<file path="src/rtl/rba_ram.sv">
// Generic simple dual-port RAM, one write port, registered read.
`default_nettype none
module rba_ram #(
	parameter int WIDTH = 8,
	parameter int DEPTH = 16,
	localparam int AW = (DEPTH > 1) ? $clog2(DEPTH) : 1
) (
	input  wire logic                   clk,
	input  wire logic                   we,
	input  wire logic [AW-1:0]          waddr,
	input  wire logic [WIDTH-1:0]       wdata,
	input  wire logic [AW-1:0]          raddr,
	output logic      [WIDTH-1:0]       rdata
);
	logic [WIDTH-1:0] mem_q [DEPTH];

	always_ff @(posedge clk) begin
		if (we) begin
			mem_q[waddr] <= wdata;
		end
		rdata <= mem_q[raddr];
	end

endmodule
`default_nettype wire

</file>
<file path="config.mk">
export PLATFORM = sky130hd
export DESIGN_NAME = rba_ram
export DESIGN_NICKNAME = d
export VERILOG_FILES = /design/src/rtl/rba_ram.sv
export SDC_FILE = /design/constraint.sdc
export NUM_CORES = 1
export LEC_CHECK = 0
export BUFFER_PORTS_ARGS = -buffer_cell sky130_fd_sc_hd__buf_2
export CORE_ASPECT_RATIO = 0.75
export CORE_MARGIN = 1
export CORE_UTILIZATION = 65
export CTS_CLUSTER_DIAMETER = 40
export DETAILED_ROUTE_END_ITERATION = 7
export PLACE_DENSITY = 0.85
export SETUP_SLACK_MARGIN = 0.5
export SYNTH_ARGS = -nofsm -noshare
export SYNTH_HDL_FRONTEND = slang
export SYNTH_SLANG_ARGS = --single-unit
</file>
<file path="constraint.sdc">
create_clock -name clk -period 5.1 [get_ports clk]
set_input_delay 1.275 -clock clk [delete_from_list [all_inputs] [get_ports clk]]
set_output_delay 1.275 -clock clk [all_outputs]
set_load 0.01 [all_outputs]
</file>
==> results of run 1 <==
==> metal layers <==
layer,vias to the layer above,wire length [µm],part of all wire,GRT usage
li1,1040,-,-,-
met1,1316,4320,0.41,0.425
met2,173,5160,0.48,0.443
met3,17,1040,0.098,0.0706
met4,0,133,0.012,0.100
met5,-,0,0,0
==> stage by stage <==
stage | util | instances | power [mW] | instance area, µm²
after global placement | 0.711 | 346 | 1.39 | 5330
after CTS | 0.785 | 377 | 2.55 | 5890
final | 0.785 | 377 | 2.54 | 5890
after detailed placement | 0.711 | 346 | 1.39 | 5330
after global routing | 0.785 | 377 | 2.60 | 5890
after floorplan | - | 229 | 1.35 | 5150
==> critical path, cell delays in order <==
cell and delay (ns):
buf_2 0.75, mux4_1 0.68, a22oi_1 0.35, nand2_1 0.11
==> logic make-up (layout without fill, tap and decap cells) <==
logic type,count (synthesis),after routing
simple gates,35,35
mux,32,32
buf+inv,10,57
flops,136,136
compound gates,16,16
==> state kept, by name (all words and copies together), names as in the netlist <==
| signal | cells |
|---|---|
| mem_q | 128 |
| rdata | 8 |
==> power by group <==
group	total (mW)	internal [mW]	switching [mW]	leakage, nW
sequential	1.26	1.25	0.0102	1.22
clock	1.17	0.736	0.435	0.269
combinational	0.113	0.0447	0.0684	0.478
total	2.54	2.03	0.514	1.97
==> worst paths after layout <==
check / start / end / cells after the start
max: raddr[0] / rdata[4] / 4
min: mem_q[13][1] / rdata[1] / 3
max reg2reg: mem_q[10][4] / rdata[4] / 3
min reg2reg: mem_q[13][1] / rdata[1] / 3
==> placed cells by master, fill, tap and decap left out, types with 3 or more instances in the layout <==
master and n:
a22oi_1 16, buf_2 25, bufinv_16 3, clkbuf_1 4
clkbuf_16 16, clkinv_2 4, dfxtp_1 8, edfxtp_1 128
mux4_1 14, mux4_2 18, nand2_1 9, nor2_1 13
==> final cells by class <==
| class | count | area, µm² |
|---|---|---|
| clock buffer | 21 | 429 |
| clock inverter | 10 | 129 |
| fill | 365 | 1610 |
| multi-input combinational | 83 | 1070 |
| sequential | 136 | 4000 |
| tap | 101 | 126 |
| timing repair buffer | 26 | 133 |
==> flow_summary_export.csv, run 1 <==
group,metric,value,unit
timing,final.min_clock_period,2.78,ns
synth,synth_most_common_cell,"edfxtp_1",
detailed_routing,detail-route-antenna-nets,0,
placed_design,dp_slack,1.80,ns
timing,timing.max_slew.rel_slack,0.146,
synth,synth_top_area_cell,"edfxtp_1",
job,max_cap_viol_count,0,
placed_design,gp_congestion,0.762,
synth,synth-simple-area-share,0.0318,
synth,instance_count_of_the_mapped_netlist,229,
clock_tree,cts-buffers-inserted,17,
timing,hold_ws,0.688,ns
synth,synth.distinct_cells,19,
global_routing,grtUsageTotal,0.291,
floorplan,placeableCoreArea,7500,µm²
synth,syn_area,5150,µm²
timing,finalSetupViolCount,0,
timing,fmax,0.360,GHz
detailed_routing,dr_vias,2546,
clock_tree,clock_tree_from_tritoncts,"built",
timing,rsz0062_at_grt,"no",
cells_and_area,number_of_diodes_added_for_antenna_fixing,0,
detailed_routing,drc_violations_left,0,
timing,tns,0,ns
timing,finalMaxSlewViolations,0,
pwr,power_density,432,nW/µm²
synth,yosys-mux-area-fraction,0.150,
status,result_of_the_run,"completed",
worst_setup_path,arrival,3.17,ns
cells_and_area,area.growth.synth_to_final,14.4,%
worst_setup_path,end_kind,"flop",
global_routing,grt_first_pass_wirelength,16.1,mm
timing,final_hold_viol_count,0,
synth,synth-edff-count,128,
synth,synth_common_cells,"edfxtp_1 (128), mux4_2 (18), a22oi_1 (16), mux4_1 (14), nor2_1 (13)",
detailed_routing,drt_pre_antenna_iters,5,
min_path,hold_path_class,"reg2reg",
worst_setup_path,critical_path_required,5.49,ns
detailed_routing,first_iter_violations,363,
synth,synth_top_area_frac,0.747,
pwr,irDropWorstVdd,328,µV
timing,worst_slew_pin_slew,1.27,ns
clock_tree,root_buffer,"clkbuf_8",
synth,sequential_fraction_of_the_synthesis_area,0.778,
synth,postSynthAreaPerCell,22.5,µm²
synth,ys.warnings.count,0,
synth,ys.flop_type,"edfxtp_1",
clock_tree,cts_repair_resize_count,0,
synth,synthArstFlopShare,0,
clock_tree,post-cts-setup-buffers,0,
clock_tree,source_to_sink_clock_delay_at_the_later_pin_of_the_worst_skew_pair,0.52,ns
floorplan,die_area,8280,µm²
global_routing,initial_antenna_violation_count,0,
floorplan,fp.dieW,105,µm
floorplan,initial_utilization,0.686,
global_routing,overflow,0,
worst_setup_path,worst_reg2reg_setup_slack,3.59,ns
clock_tree,clkSlewWorstSetupHoldPaths,0.06,ns
clock_tree,ctsHoldBuffers,0,
worst_setup_path,startpoint_type,"input pin",
pwr,p_leak,1.97,nW
synth,synthesized_area_fraction_occupied_by_ao_oa_aoi_and_oai_cells,0.0233,
detailed_routing,wl_per_cell,28.3,µm
synth,synthAdderAreaFrac,0,
floorplan,die_h,79.1,µm
floorplan,std_cell_rows,27,
timing,final_period_util,0.545,
timing,timing.final.ws_setup,2.32,ns
synth,xor_xnor_fraction_of_synth_area,0,
global_routing,grt_start_max_net_pins,33,
timing,clock_tree_skew_after_final_layout,0.00430,ns
worst_setup_path,critical_path.max_fanout,32,
clock_tree,cts_num_sinks,136,
synth,synth-seq-cells,136,
synth,main_combinational_cell_family_by_area_after_synthesis,"multiplexers",
cells_and_area,final_layout_size_suffix_gt1_frac,0.264,
placed_design,detailedPlacementHpwl,5.88,mm
detailed_routing,detail_route.vias_per_cell,6.75,
floorplan,boundaryPins,26,
placed_design,port_buffers,25,
synth,ys_top_cells_by_area,"edfxtp_1 (75%), mux4_2 (7.9%), mux4_1 (7.1%)",
cells_and_area,layout.nets,282,
global_routing,number_of_global_route_vias_before_repair,2564,
clock_tree,cts_max_level,4,
synth,syn-num-nets,247,
clock_tree,clockBufferDepth,2,
detailed_routing,drt_wl_total,10.7,mm
worst_setup_path,crit_type,"in2reg",
Note: power is estimated with default switching activity, not from simulation.
==> run 2, diff against run 1 <==
--- a/config.mk
+++ b/config.mk
@@ -5,13 +5,14 @@
 export SDC_FILE = /design/constraint.sdc
 export NUM_CORES = 1
 export LEC_CHECK = 0
+export ABC_AREA = 1
 export BUFFER_PORTS_ARGS = -buffer_cell sky130_fd_sc_hd__buf_2
 export CORE_ASPECT_RATIO = 0.75
 export CORE_MARGIN = 1
-export CORE_UTILIZATION = 65
+export CORE_UTILIZATION = 55
 export CTS_CLUSTER_DIAMETER = 40
 export DETAILED_ROUTE_END_ITERATION = 7
-export PLACE_DENSITY = 0.85
+export PLACE_DENSITY = 0.76
 export SETUP_SLACK_MARGIN = 0.5
 export SYNTH_ARGS = -nofsm -noshare
 export SYNTH_HDL_FRONTEND = slang
==> constraint.sdc (replaced) <==
create_clock -name clk -period 2.3 [get_ports clk]
set_input_delay 0.575 -clock clk [delete_from_list [all_inputs] [get_ports clk]]
set_output_delay 0.575 -clock clk [all_outputs]
set_load 0.01 [all_outputs]
==> run 2 against run 1 <==
  * Combinational power grew to 3.0 times the previous value
  * Largest cell class unchanged
  * Hold slack lost 0.12 ns
  * Total power grew 130%
  * Setup slack lost 1.5 ns
  * Clock skew grew 0.0047 ns
  * Critical path type unchanged
  * Sequential share of layout area shrank 7.3 points
==> flow_summary_export.csv, run 2 <==
group,metric,value,unit
synth,instance_count_of_the_mapped_netlist,551,
cells_and_area,layout_commonest_cell,"nand2_1",
global_routing,grt_first_pass_wirelength,20.3,mm
floorplan,die_h,90.7,µm
synth,synth_most_common_cell,"nand2_1",
timing,finalSetupViolCount,0,
clock_tree,cts_num_sinks,136,
cells_and_area,multi_input_comb_area,1210,µm²
status,result_of_the_run,"completed",
synth,syn_area,5770,µm²
cells_and_area,finish.utilization,0.664,
clock_tree,root_buffer,"clkbuf_16",
synth,synthArstFlopShare,0,
global_routing,number_of_global_route_vias_before_repair,3793,
global_routing,initial_antenna_violation_count,0,
worst_setup_path,count_of_buffer_and_inverter_cells_on_the_critical_path,2,
pwr,p_leak,2.88,nW
worst_setup_path,critical_path.max_fanout,64,
worst_setup_path,critical_path_required,2.60,ns
floorplan,std_cell_rows,31,
worst_setup_path,crit_top_cell,"nand3_1",
pwr,power_density,872,nW/µm²
global_routing,grtUsageTotal,0.261,
detailed_routing,drt_pre_antenna_iters,6,
detailed_routing,first_iter_violations,609,
timing,finalMaxSlewViolations,0,
clock_tree,clkSlewWorstSetupHoldPaths,0.05,ns
worst_setup_path,crit_chain,"buf_2 > buf_4 > nand2_1 > nand3_1 > nand3_1 > nand3_1 > nand2_1",
cells_and_area,finish.cell_count_without_fillers,730,
cells_and_area,seq_area,4000,µm²
floorplan,fp.dieW,120,µm
pwr,irDropWorstVdd,604,µV
timing,final_hold_viol_count,0,
clock_tree,clockBufferDepth,2,
floorplan,placeableCoreArea,9930,µm²
synth,synth_top_area_frac,0.667,
synth,synth.distinct_cells,12,
synth,synth-seq-cells,136,
job,max_cap_viol_count,0,
worst_setup_path,worst_reg2reg_setup_slack,1.27,ns
placed_design,detailedPlacementHpwl,8.06,mm
synth,synth_top_area_cell,"edfxtp_1",
global_routing,grt_start_max_net_pins,65,
timing,worst_slew_pin_slew,0.717,ns
synth,sequential_fraction_of_the_synthesis_area,0.694,
detailed_routing,drc_violations_left,0,
cells_and_area,number_of_diodes_added_for_antenna_fixing,0,
synth,postSynthAreaPerCell,10.5,µm²
timing,timing.max_slew.rel_slack,0.520,
cells_and_area,mostFrequentLayoutCells,"nand2_1 (173), edfxtp_1 (128), inv_1 (100), nand3_1 (97), buf_2 (25)",
cells_and_area,registers.top_by_ff_count,"mem_q",
timing,tns,0,ns
clock_tree,cts_max_level,4,
worst_setup_path,crit_type,"in2reg",
timing,fmax,0.660,GHz
clock_tree,post-cts-setup-buffers,0,
cells_and_area,largestRegisters,"mem_q x128, rdata x8",
cells_and_area,final_layout_size_suffix_gt1_frac,0.115,
timing,final_period_util,0.659,
cells_and_area,largest_register_ffs,128,
pwr,total_power,5.75,mW
cells_and_area,layout.nets,603,
worst_setup_path,cpLargestDelayFamily,"buffers and inverters",
worst_setup_path,timing.critical_path.slowest_cell_delay,0.53,ns
worst_setup_path,arrival,1.81,ns
placed_design,port_buffers,25,
floorplan,die_area,10900,µm²
floorplan,boundaryPins,26,
detailed_routing,detail_route.vias_per_cell,5.39,
timing,clock_tree_skew_after_final_layout,0.00901,ns
cells_and_area,area.growth.synth_to_final,14.4,%
floorplan,initial_utilization,0.581,
worst_setup_path,crit_path_top_delay_cell,"buf_4",
synth,ys_top_cells_by_area,"edfxtp_1 (67%), nand2_1 (11%), nand3_1 (8.4%)",
synth,syn-num-nets,569,
detailed_routing,wl_per_cell,17.7,µm
clock_tree,cts_repair_resize_count,0,
worst_setup_path,end_kind,"flop",
timing,rsz0062_at_grt,"no",
synth,ys.warnings.count,0,
cells_and_area,filler_cell_count,732,
synth,ys.flop_type,"edfxtp_1",
detailed_routing,dr_vias,3932,
placed_design,placed_cells_incl_taps,698,
timing,final.min_clock_period,1.52,ns
clock_tree,source_to_sink_clock_delay_at_the_later_pin_of_the_worst_skew_pair,0.41,ns
clock_tree,ctsHoldBuffers,0,
placed_design,gp_congestion,0.923,
detailed_routing,drt_wl_total,12.9,mm
clock_tree,clock_tree_from_tritoncts,"built",
synth,synth_common_cells,"nand2_1 (173), edfxtp_1 (128), inv_1 (100), nand3_1 (97), nor2_1 (17)",
min_path,hold_path_class,"in2reg",
synth,synth-edff-count,128,
worst_setup_path,startpoint_type,"input pin",
global_routing,overflow,0,
detailed_routing,detail-route-antenna-nets,0,
clock_tree,cts-buffers-inserted,17,
-- run 2: cell count changes after synthesis, sizes merged --
cell           previous run  this run
nor2b                     1         0
and2                      1         0
buf                       7        24
a22oi                    16         0
inv                       0       102
nand2                     9       173
or3b                      1         0
and2b                     1         0
nor3                      4         0
mux4                     32         0
nand2b                    2         0
nor2                     13        17
nand3                     1        97
clkdlybuf4s25             3         0
-- run 2: report_power, final --
part	total, mW	internal (mW)	switching [mW]
logic	0.334	0.0973	0.237
registers	2.79	2.77	0.0210
clock network	2.62	1.67	0.954
total	5.75	4.54	1.21
-- run 2: through the flow --
step                hold WS, ns  instance area [µm²]  setup WS [ns]
floorplan                 0.607                 5770          0.774
finish                    0.565                 6600          0.784
global placement          0.671                 6020          0.445
global route              0.568                 6600          0.694
detailed placement        0.695                 6020          0.403
CTS                       0.541                 6600          0.804
-- run 2: path summary, 6_finish.rpt --
kind | to | cells after the start | from
max | rdata[5] | 7 | raddr[0]
min | rdata[1] | 3 | raddr[3]
max reg2reg | rdata[5] | 6 | mem_q[9][5]
min reg2reg | rdata[7] | 6 | mem_q[4][7]
-- run 2: kinds of logic after synthesis --
logic type / count (synthesis) / share of synthesized area
DFF: 136 / 0.694
buffers and inverters: 126 / 0.0952
and+or+nand+nor: 289 / 0.210
-- run 2: area by class of cell --
class / instances / share of cell area
clock buffers: 23 / 0.0724
inverters: 102 / 0.0580
well taps: 132 / 0.0250
multi-input cells: 289 / 0.184
repair buffers: 39 / 0.0387
flip-flops and latches: 136 / 0.607
clock inverters: 9 / 0.0150
-- run 2: tightest hold or removal path, cell delays in order --
cell and delay (ns):
buf_2 0.19, nand3_1 0.11, nand2_1 0.05
-- run 2: routing by layer --
layer / part of all wire / global-route usage / up-vias
li1: - / - / 1840
met1: 0.44 / 0.368 / 1850
met2: 0.44 / 0.376 / 212
met3: 0.097 / 0.0890 / 30
met4: 0.022 / 0.0957 / 0
met5: 0 / 0 / -
